File: src/rtl/sdvc_pkg.sv
package sdvc_pkg;

   localparam int MAX_ITEMS = 64;
   localparam int VAL_W     = 32;
   localparam int CNT_W     = 7;

   // one held entry of the chain
   typedef struct packed {
      logic                    valid;
      logic signed [VAL_W-1:0] value;
      logic [CNT_W-1:0]        count;
   } entry_type;

   // control broadcast to every cell
   typedef struct packed {
      logic                    insert;
      logic                    drain;
      logic                    hit;
      logic                    full;
      logic signed [VAL_W-1:0] value;
   } cell_ctl_type;

   localparam logic [CNT_W-1:0] CNT_MAX = CNT_W'(MAX_ITEMS);
   localparam logic [CNT_W-1:0] CNT_ONE = CNT_W'(1);

endpackage

File: src/rtl/sdvc_cell.sv
module sdvc_cell (
   input  logic                 clock,
   input  logic                 reset,
   input  sdvc_pkg::cell_ctl_type ctl,
   input  sdvc_pkg::entry_type  prev_entry,
   input  logic                 prev_place,
   input  sdvc_pkg::entry_type  next_entry,
   output sdvc_pkg::entry_type  entry,
   output logic                 place,
   output logic                 equal,
   output logic                 saturated
);
   import sdvc_pkg::*;

   entry_type entry_ff;
   entry_type entry_in;

   // new word belongs at or below this cell
   assign place     = !entry_ff.valid || (entry_ff.value > ctl.value);
   assign equal     = entry_ff.valid && (entry_ff.value == ctl.value);
   assign saturated = equal && (entry_ff.count == CNT_MAX);
   assign entry     = entry_ff;

   // next entry: drain shift, count bump or insertion shift
   always_comb begin
      entry_in = entry_ff;
      if (ctl.drain) begin
         entry_in = next_entry;
      end else if (ctl.insert) begin
         if (ctl.hit) begin
            if (equal && !saturated) begin
               entry_in.count = entry_ff.count + CNT_ONE;
            end
         end else if (!ctl.full && place) begin
            if (prev_place) begin
               entry_in = prev_entry;
            end else begin
               entry_in.valid = 1'b1;
               entry_in.value = ctl.value;
               entry_in.count = CNT_ONE;
            end
         end
      end
   end

   always_ff @(posedge clock) begin
      entry_ff.value <= entry_in.value;
      entry_ff.count <= entry_in.count;
      if (reset) begin
         entry_ff.valid <= 1'b0;
      end else begin
         entry_ff.valid <= entry_in.valid;
      end
   end

endmodule

File: config.mk
export PLATFORM = sky130hd
export DESIGN_NAME = sdvc_cell
export DESIGN_NICKNAME = d
export VERILOG_FILES = /design/src/rtl/sdvc_pkg.sv /design/src/rtl/sdvc_cell.sv
export SDC_FILE = /design/constraint.sdc
export NUM_CORES = 1
export LEC_CHECK = 0
export BUFFER_PORTS_ARGS = -buffer_cell sky130_fd_sc_hd__buf_4
export CELL_PAD_IN_SITES_DETAIL_PLACEMENT = 0
export CELL_PAD_IN_SITES_GLOBAL_PLACEMENT = 1
export CORE_ASPECT_RATIO = 0.8
export CORE_MARGIN = 8
export CORE_UTILIZATION = 36
export CTS_BUF_LIST = sky130_fd_sc_hd__clkbuf_4 sky130_fd_sc_hd__clkbuf_8
export DETAILED_ROUTE_END_ITERATION = 16
export PLACE_DENSITY_LB_ADDON = 0.25
export SLEW_MARGIN = 10
export SYNTH_ARGS = -nofsm -noshare
export SYNTH_HDL_FRONTEND = slang
export SYNTH_SLANG_ARGS = --single-unit
File: constraint.sdc
create_clock -name clock -period 9.8 [get_ports clock]
set_clock_uncertainty 0.1 [all_clocks]
set_input_delay 1.47 -clock clock [delete_from_list [all_inputs] [get_ports clock]]
set_output_delay 1.47 -clock clock [all_outputs]
set_load 0.02 [all_outputs]
After elaboration in Yosys (flattened, before gate mapping)
Index checks and enable logic that the tools add are counted.
{ "word_totals": {"regBits": 40, "latchBits": 0, "mem_bits_rw": 0, "rom_bits": 0, "inputBits": 119, "output_inout_bits": 43, "mem_count": 0} }
{ "op_classes": {"n_addsub": 1, "n_mul": 0, "div": 0, "magnitude_cmp": 1, "eq_ne": 4, "shifts": 0, "mux": 7, "n_bitwise": 0, "reduce_logical": 13} }
{ "op_table": {"columns": ["operator", "count"], "rows": [
  ["40-bit two-way mux", 4],
  ["33-bit two-way mux", 1],
  ["32-bit equality test", 1],
  ["32-bit > comparator", 1],
  ["7-bit two-way mux", 2],
  ["7-bit by 1-bit adder with 7-bit output, second input constant", 1],
  ["7-bit equality test, second input constant", 1],
  ["3-bit AND reduction", 2],
  ["1-bit logical AND", 4],
  ["2-bit nonzero test", 2],
  ["1-bit zero test", 3],
  ["3-bit by 1-bit != test with 1-bit output, second input constant", 1],
  ["3-bit nonzero test", 1],
  ["2-bit by 1-bit != test with 1-bit output, second input constant", 1],
  ["1-bit logical OR", 1]
]} }

Logic depth before layout (Yosys ltp)
Gate-level depths: netlist of the first run.
{ "depth": {"ltp_word": 9, "mapped_depth": 9, "ltp_nobuf": 9} }

Worst setup path after synthesis of the first run
Ideal clock, no wire load.
{ "synth_timing": {"path_type": "input to register", "from": "input ctl[14] (netlist bit)", "to": "register entry_ff (netlist bit entry[10]) (enable)", "arrival_time_ns": 4.425, "t_required_ns": 9.272, "slack_ns": 4.847, "cell_stages": 9, "path_buffers": 0, "path_cell_list": "inv_1 > ha_1 > a21oi_2 > nand2_1 > a221o_1 > a211o_1 > a31oi_4 > mux2i_1 > o21bai_1"} }
{ "synth_between": {"elab_chain_len": 5} }
{ "synth_rtl": {"columns": ["item", "line_no", "source"], "rows": [
  ["from (decl)", "sdvc_cell.sv:4", "input sdvc_pkg::cell_ctl_type ctl,"],
  ["32-bit > comparator", "sdvc_cell.sv:19", "assign place = !entry_ff.valid || (entry_ff.value > ctl.value);"],
  ["1-bit logical OR", "sdvc_cell.sv:19", null],
  ["1-bit logical AND", "sdvc_cell.sv:34", "end else if (!ctl.full && place) begin"],
  ["2-bit nonzero test (no line)", null, null],
  ["3-bit AND reduction (no line)", null, null],
  ["to (decl)", "sdvc_cell.sv:15", "entry_type entry_ff;"]
]} }
Every way passes these cells.
A chain may end at the register's enable or synchronous reset.

Final worst setup path of the first run
{ "layout_timing": {"from": "input ctl[14] (netlist bit)", "to": "output place"} }
{ "layout_between": {"elab_chain_len": 2} }
{ "layout_rtl": {"columns": ["item", "line_no", "source"], "rows": [
  ["32-bit > comparator", "sdvc_cell.sv:19", null],
  ["1-bit logical OR", "sdvc_cell.sv:19", null],
  ["to (decl)", "sdvc_cell.sv:9", "output logic place,"]
]} }
Every way passes these cells.

==> reports/metrics.json, run 1 <==
{
  "logic_synthesis": {
    "synth_xor_xnor_area_share_pct": 1.73,
    "synth_simple_gate_area_share_pct": 12.0,
    "yosys_warnings": 0,
    "syn_area_per_cell_um2": 9.34,
    "synth.distinct_cells": 35,
    "synth_compound_gate_area_share_pct": 15.3,
    "sequential_to_total_area_share_from_yosys_stat_pct": 39.3,
    "syn_nets": 478,
    "synth_register_bits": 40,
    "post-synth-top-area-cell": "sky130_fd_sc_hd__edfxtp_1",
    "post_synth_inst_count": 325,
    "synth-adder-area-share_pct": 14.0,
    "combinational_family_with_the_most_area_after_synthesis": "compound AO/OA/AOI/OAI gates",
    "synth_area_um2": 3030,
    "muxShareOfSynthArea_pct": 10.9,
    "post-synth-top-area-fraction_pct": 38.6,
    "post_synth_main_area_contributors": "sky130_fd_sc_hd__edfxtp_1 (39%), sky130_fd_sc_hd__ha_1 (14%), sky130_fd_sc_hd__mux2i_1 (11%), sky130_fd_sc_hd__o21ai_0 (6.8%), sky130_fd_sc_hd__nand2_1 (5.7%)"
  },
  "routing": {
    "drtAntennaViolNets": 0,
    "dr.pass1.iters": 4,
    "detail_route.iter0.violations": 98,
    "route.detailed.vias_per_inst": 4.76,
    "total_via_count_in_the_routed_design": 2817,
    "routedWlPerCell_um": 15.0,
    "route.final.wire_length_mm": 8.89,
    "drcViolationCount": 0
  },
  "setup_path": {
    "timing.critical_path.depth": 11,
    "setup.worst_path.class": "input port to output port",
    "timing.reg2reg.setup_slack_ns": 6.56,
    "regToRegStartpoint": "entry[21]",
    "nature_of_the_critical_path_endpoint": "output port",
    "rr_worst_depth": 8,
    "timing.critical_path.from_type": "input port",
    "critical_path.startpoint": "ctl[14]",
    "cpLargestDelayFamily": "compound AO/OA/AOI/OAI gates",
    "critical-path-slowest-cell": "sky130_fd_sc_hd__mux2i_1",
    "cp_max_fo": 3,
    "timing.critical_path.buf_inv": 3,
    "worst-endpoint-required_ns": 8.23,
    "signal_arrival_time_at_the_worst_endpoint_ns": 3.59,
    "cp_cell_sequence": "buf_4, inv_1, ha_1, nand4_1, nor2_1, a221o_1, a211o_1, a31oi_4, mux2i_1, nor2_1, buf_4",
    "timing.critical_path.slowest_cell_delay_ns": 0.36
  },
  "sta": {
    "fin_crit_ns": 5.16,
    "min_period_over_period_pct": 52.6,
    "fmaxAchievable_ghz": 0.194,
    "whs_ns": 0.585,
    "finalSetupViolations": 0,
    "grt_setup_unrepaired": "false",
    "max_slew.worst_pin.slew_ns": 1.05,
    "hold_viol_final": 0,
    "timing_max_transition_violations_final": 0,
    "setup_tns_ns": 0,
    "max_slew_margin_pct": 29.1
  },
  "floorplanning": {
    "top_level_ports": 162,
    "die_y_um": 98.1,
    "floorplan.initialDensity_pct": 36.4,
    "dieArea_um2": 11600,
    "placementRows": 30,
    "die_x_um": 119,
    "coreArea_um2": 8330
  },
  "placement": {
    "buffer_ports.inserted": 161,
    "post-dp-hpwl_mm": 7.35,
    "gpl.final_weighted_congestion": 0.791
  },
  "min_path": {
    "hp-start": "entry[39]",
    "worst_hold_path.num_cells": 3,
    "type_of_the_most_critical_hold_path": "flip-flop to flip-flop"
  },
  "grt": {
    "gr-usage-all-layers_pct": 15.1,
    "grt_max_degree": 84,
    "number_of_global_route_vias_before_repair": 2977,
    "antenna_found_initial": 0,
    "grt_pass1_wl_mm": 14.5,
    "grt_overflow": 0
  },
  "finish": {
    "nFillCells": 818,
    "antenna_cells": 0,
    "nNetsFinal": 632,
    "layout-area-overhead-vs-synth_pct": 46.6,
    "flip_flop_count_of_the_largest_register_all_copies_and_words_added": 40,
    "post_route_cells_drive_above_1_share_pct": 36.3
  },
  "clock_tree": {
    "cts_htree_levels": 2,
    "cts_root_buf": "sky130_fd_sc_hd__clkbuf_8",
    "cts_made_buffers": 5,
    "clock_insertion_delay_worst_skew_ns": 0.29,
    "cts_sinks": 40,
    "clock_path_buffers": 2,
    "tritoncts": "done",
    "post-cts-setup-buffer-count": 0,
    "post_cts_resized": 0,
    "holdBufCountCts": 0,
    "cts.reportedPaths.clkPinSlew_ns": 0.08
  },
  "power_and_ir_drop": {
    "p_leak_nw": 2.24,
    "vdd.ir_drop.worst_uv": 58.2,
    "p_per_area_nw_per_um2": 117
  },
  "status": {
    "outcome": "finished clean"
  },
  "job": {
    "drv_cap": 0
  }
}
per-layer routing:
layer | GRT usage, % | up-vias | wire [µm]
met5 | 0 | - | 0
met3 | 4.73 | 4 | 646
met2 | 24.9 | 89 | 4220
met4 | 3.20 | 0 | 65
li1 | - | 1468 | -
met1 | 18.9 | 1256 | 3950
cell usage after synthesis, drive strengths merged:
| cell | count |
|---|---|
| a211o | 1 |
| nand3 | 7 |
| a221o | 1 |
| or2 | 1 |
| nor4 | 2 |
| a221oi | 5 |
| nor2b | 2 |
| nand2b | 1 |
| xnor2 | 3 |
| a22oi | 3 |
| a31oi | 1 |
| and3 | 3 |
| a21oi | 16 |
| dfxtp | 1 |
| or3b | 1 |
| inv | 40 |
| ha | 34 |
| nand4 | 6 |
| o211a | 1 |
| edfxtp | 39 |
| a211oi | 1 |
| mux2i | 33 |
| nor2 | 7 |
| clkbuf | 10 |
| buf | 4 |
| nor3 | 4 |
| o21bai | 1 |
| nand2 | 46 |
| xor2 | 3 |
| a21o | 5 |
| o21ai | 42 |
| and4 | 1 |
metrics by stage:
stage | power, mW | util, % | worst slack [ns] | std cells | cell area, µm²
4_1_cts | 0.528 | 53.4 | 4.62 | 592 | 4450
3_3_place_gp | 0.389 | 52.1 | 4.71 | 584 | 4340
3_5_place_dp | 0.393 | 52.1 | 4.62 | 584 | 4340
2_1_floorplan | 0.310 | - | 4.85 | 325 | 3030
5_1_grt | 0.551 | 53.4 | 4.51 | 592 | 4450
6_report | 0.521 | 53.4 | 4.64 | 592 | 4450
cells by family (layout without fill, tap and decap cells):
group,after synthesis,in the layout
and+or+nand+nor,81,81
AOI/OAI and AO/OA,77,77
buffers and inverters,54,209
DFF,40,40
adders and majority gates,34,34
muxes,33,33
xor gates and xnor gates,6,6
cells in the final DEF (no fill, tap or decap), drive strengths merged, types with 2 or more instances in the layout:
cell type | Yosys | final
xor2 | 3 | 3
o21ai | 42 | 42
a22oi | 3 | 3
nand2 | 46 | 46
edfxtp | 39 | 39
ha | 34 | 34
a221oi | 5 | 5
a21o | 5 | 5
and3 | 3 | 3
xnor2 | 3 | 3
nor2 | 7 | 7
clkbuf | 10 | 5
inv | 40 | 40
a21oi | 16 | 16
nand3 | 7 | 7
mux2i | 33 | 33
nor4 | 2 | 2
buf | 4 | 161
nand4 | 6 | 6
nor2b | 2 | 2
nor3 | 4 | 4
report_power, final:
group,switching (mW),internal [mW],total (mW)
sequential,0.0114,0.208,0.219
combinational,0.0830,0.0833,0.166
clock,0.0596,0.0754,0.135
total,0.154,0.367,0.521
cell type report:
type	instances	area [µm²]	area share (%)
clock inverter	3	42.5	0.956
multi-input combinational	231	1650	37.0
tap	112	140	3.15
clock buffer	5	68.8	1.55
inverter	40	150	3.37
sequential	40	1190	26.8
timing repair buffer	161	1210	27.2
final timing paths:
path | to
setup / recovery | place
setup reg to reg | entry[5]
hold / removal | entry[39]
hold reg to reg | entry[39]
worst reg2reg max path, stage by stage, from the launching register on:
cell,delay [ns]
sky130_fd_sc_hd__edfxtp_1,0.41
sky130_fd_sc_hd__ha_1,0.34
sky130_fd_sc_hd__nand4_1,0.16
sky130_fd_sc_hd__nor2_1,0.06
sky130_fd_sc_hd__a221o_1,0.33
sky130_fd_sc_hd__a211o_1,0.29
sky130_fd_sc_hd__a31oi_4,0.23
sky130_fd_sc_hd__xnor2_1,0.12
sky130_fd_sc_hd__o21ai_0,0.83
(Power assumes the default switching activity.)
==> run 2: changes to the inputs <==
- CORE_UTILIZATION: 36 -> 30
- clock period: 9.8 -> 4.1 ns (I/O delays scaled with it)
==> run 2 against run 1 <==
Against the previous run:
- power rose by 130%
- non-clock buffer count rose by 1
- register-to-register slack got worse by 5.7 ns
- die area rose by 17%
- core utilization fell by 8.7 points
- wire length rose by 6.0%
- largest cell class unchanged
==> reports/metrics.json, run 2 (synthesis results as in run 1) <==
{
  "status": {
    "outcome": "finished clean"
  },
  "floorplanning": {
    "top_level_ports": {"value": 162, "change": "unchanged"},
    "dieArea": {"value": 13600, "unit": "µm²", "change": "+17%"},
    "floorplan.initialDensity": {"value": 30.2, "unit": "%", "change": "-6.2 points"},
    "die_y": {"value": 106, "unit": "µm", "change": "+8.0%"},
    "die_x": {"value": 128, "unit": "µm", "change": "+8.3%"},
    "placementRows": {"value": 33, "change": "+10%"},
    "coreArea": {"value": 10000, "unit": "µm²", "change": "+20%"}
  },
  "finish": {
    "flip_flop_count_of_the_largest_register_all_copies_and_words_added": {"value": 40, "change": "unchanged"},
    "nFillCells": {"value": 1030, "change": "+26%"},
    "most-common-layout-cells": "sky130_fd_sc_hd__buf_4 (161), sky130_fd_sc_hd__nand2_1 (46), sky130_fd_sc_hd__o21ai_0 (41)",
    "nNetsFinal": {"value": 633, "change": "+0.16%"},
    "final_cell_count_no_fill": {"value": 621, "change": "+4.9%"},
    "finalCoreUtilization": {"value": 44.7, "unit": "%", "change": "-8.7 points"},
    "final_cell_area": {"value": 4480, "unit": "µm²", "change": "+0.70%"},
    "antenna_cells": {"value": 0, "change": "unchanged"},
    "layout-area-overhead-vs-synth_pct": 47.7,
    "post_route_cells_drive_above_1_share": {"value": 36.2, "unit": "%", "change": "-0.075 points"},
    "layout.cells.most_common": "sky130_fd_sc_hd__buf_4"
  },
  "sta": {
    "grt_setup_unrepaired": "false",
    "max_slew.worst_pin.slew": {"value": 1.05, "unit": "ns", "change": "-0.00739 ns"},
    "max_slew_margin": {"value": 29.6, "unit": "%", "change": "+0.50 points"},
    "hold_viol_final": {"value": 0, "change": "unchanged"},
    "post-route-worst-setup-slack": {"value": 0.632, "unit": "ns", "change": "-4.01 ns"},
    "finalSetupViolations": {"value": 0, "change": "unchanged"},
    "min_period_over_period_pct": 84.6,
    "fmaxAchievable_ghz": 0.288,
    "timing_max_transition_violations_final": {"value": 0, "change": "unchanged"},
    "fin_crit_ns": 3.47,
    "setup_tns": {"value": 0, "unit": "ns", "change": "unchanged"},
    "whs": {"value": 0.503, "unit": "ns", "change": "-0.0812 ns"}
  },
  "power_and_ir_drop": {
    "p_per_area": {"value": 265, "unit": "nW/µm²", "change": "+130%"},
    "vdd.ir_drop.worst": {"value": 113, "unit": "µV", "change": "+94%"},
    "total_power": {"value": 1.19, "unit": "mW", "change": "+130%"},
    "p_leak": {"value": 2.24, "unit": "nW", "change": "about the same"}
  },
  "placement": {
    "gpl.final_weighted_congestion": {"value": 0.748, "change": "-5.5%"},
    "buffer_ports.inserted": {"value": 161, "change": "unchanged"},
    "post_dp_cell_area": {"value": 4390, "unit": "µm²", "change": "+1.3%"},
    "post-dp-hpwl": {"value": 7.63, "unit": "mm", "change": "+3.9%"},
    "post-place-cells": {"value": 613, "change": "+5.0%"},
    "place_ws": {"value": 0.544, "unit": "ns", "change": "-4.08 ns"}
  },
  "setup_path": {
    "rr_worst_depth": {"value": 8, "change": "unchanged"},
    "cp_cell_sequence": "buf_4, inv_1, ha_1, a21oi_1, o21ai_0, a221o_1, a211o_1, a31oi_4, mux2i_1, nor2_1, buf_4",
    "timing.critical_path.slowest_cell_delay": {"value": 0.38, "unit": "ns", "change": "+0.02 ns"},
    "setup.worst_path.class": "input port to output port",
    "worst-endpoint-required": {"value": 3.38, "unit": "ns", "change": "-4.85 ns"},
    "signal_arrival_time_at_the_worst_endpoint": {"value": 2.75, "unit": "ns", "change": "-0.84 ns"},
    "crit-reg2reg-capture": "entry[1]",
    "critPathCapture": "place",
    "critical_path.startpoint": "ctl[5]",
    "nature_of_the_critical_path_endpoint": "output port",
    "timing.critical_path.from_type": "input port",
    "timing.reg2reg.setup_slack": {"value": 0.87, "unit": "ns", "change": "-5.69 ns"},
    "critical-path-slowest-cell": "sky130_fd_sc_hd__mux2i_1",
    "cp_max_fo": {"value": 2, "change": "-1"},
    "regToRegStartpoint": "entry[12]",
    "crit_path_frequent_cell": "sky130_fd_sc_hd__buf_4"
  },
  "clock_tree": {
    "cts_root_buf": "sky130_fd_sc_hd__clkbuf_8",
    "cts_sinks": {"value": 40, "change": "unchanged"},
    "clock_path_buffers": {"value": 2, "change": "unchanged"},
    "post_cts_resized": {"value": 0, "change": "unchanged"},
    "post-cts-setup-buffer-count": {"value": 0, "change": "unchanged"},
    "holdBufCountCts": {"value": 0, "change": "unchanged"},
    "cts_made_buffers": {"value": 5, "change": "unchanged"},
    "cts_htree_levels": {"value": 2, "change": "unchanged"},
    "cts.reportedPaths.clkPinSlew": {"value": 0.08, "unit": "ns", "change": "about the same"},
    "clock_insertion_delay_worst_skew": {"value": 0.28, "unit": "ns", "change": "about the same"},
    "tritoncts": "done"
  },
  "grt": {
    "grt_overflow": {"value": 0, "change": "unchanged"},
    "grt_max_degree": {"value": 84, "change": "unchanged"},
    "gr-usage-all-layers": {"value": 13.7, "unit": "%", "change": "-1.4 points"},
    "grt_pass1_wl": {"value": 15.0, "unit": "mm", "change": "+3.3%"},
    "antenna_found_initial": {"value": 0, "change": "unchanged"},
    "number_of_global_route_vias_before_repair": {"value": 2991, "change": "+0.47%"}
  },
  "routing": {
    "detail_route.iter0.violations": {"value": 66, "change": "-33%"},
    "route.final.wire_length": {"value": 9.41, "unit": "mm", "change": "+6.0%"},
    "route.detailed.vias_per_inst": {"value": 4.53, "change": "-4.9%"},
    "routedWlPerCell": {"value": 15.2, "unit": "µm", "change": "+1.0%"},
    "drtAntennaViolNets": {"value": 0, "change": "unchanged"},
    "drcViolationCount": {"value": 0, "change": "unchanged"},
    "total_via_count_in_the_routed_design": {"value": 2811, "change": "-0.21%"},
    "dr.pass1.iters": {"value": 4, "change": "unchanged"}
  },
  "job": {
    "drv_cap": {"value": 0, "change": "unchanged"}
  },
  "min_path": {
    "type_of_the_most_critical_hold_path": "input port to flip-flop"
  }
}
-- run 2: final cells by class --
| cell class | instances | area (µm²) | share of cell area [%] |
|---|---|---|---|
| inverter | 40 | 150 | 3.35 |
| multi-input combinational | 231 | 1650 | 36.8 |
| clock buffer | 7 | 83.8 | 1.87 |
| timing repair buffer | 162 | 1230 | 27.4 |
| sequential | 40 | 1190 | 26.6 |
| tap | 140 | 175 | 3.91 |
| clock inverter | 1 | 3.75 | 0.0838 |
-- run 2: worst min path at each step --
stage                   startpoint  depth (start not counted)  slack, ns        end
detailed placement       entry[39]                          3       0.60  entry[39]
finish              next_entry[24]                          3       0.50  entry[24]
floorplan                entry[39]                          3       0.62  entry[39]
CTS                 next_entry[24]                          3       0.49  entry[24]
global route         next_entry[6]                          2       0.49   entry[6]
global placement         entry[39]                          3       0.59  entry[39]
-- run 2: layer usage --
layer  track usage (%)  wire length [µm]  vias to the layer above
met5                 0                 0                        -
met4              3.30                71                        0
met3              5.05               892                        5
met2              21.9              4160                       94
met1              17.2              4290                     1237
li1                  -                 -                     1475
-- run 2: report_power, final --
part	leakage [nW]	switching, mW	internal [mW]
clock network	0.0467	0.130	0.132
logic	1.80	0.202	0.202
registers	0.400	0.0267	0.497
-- run 2: critical path, delay by kind of cell --
kind	cells	cell delay, ns
mux	1	0.38
compound gates	5	1.12
fa+ha+maj	1	0.29
simple gates	1	0.07
buf+inv	3	0.28
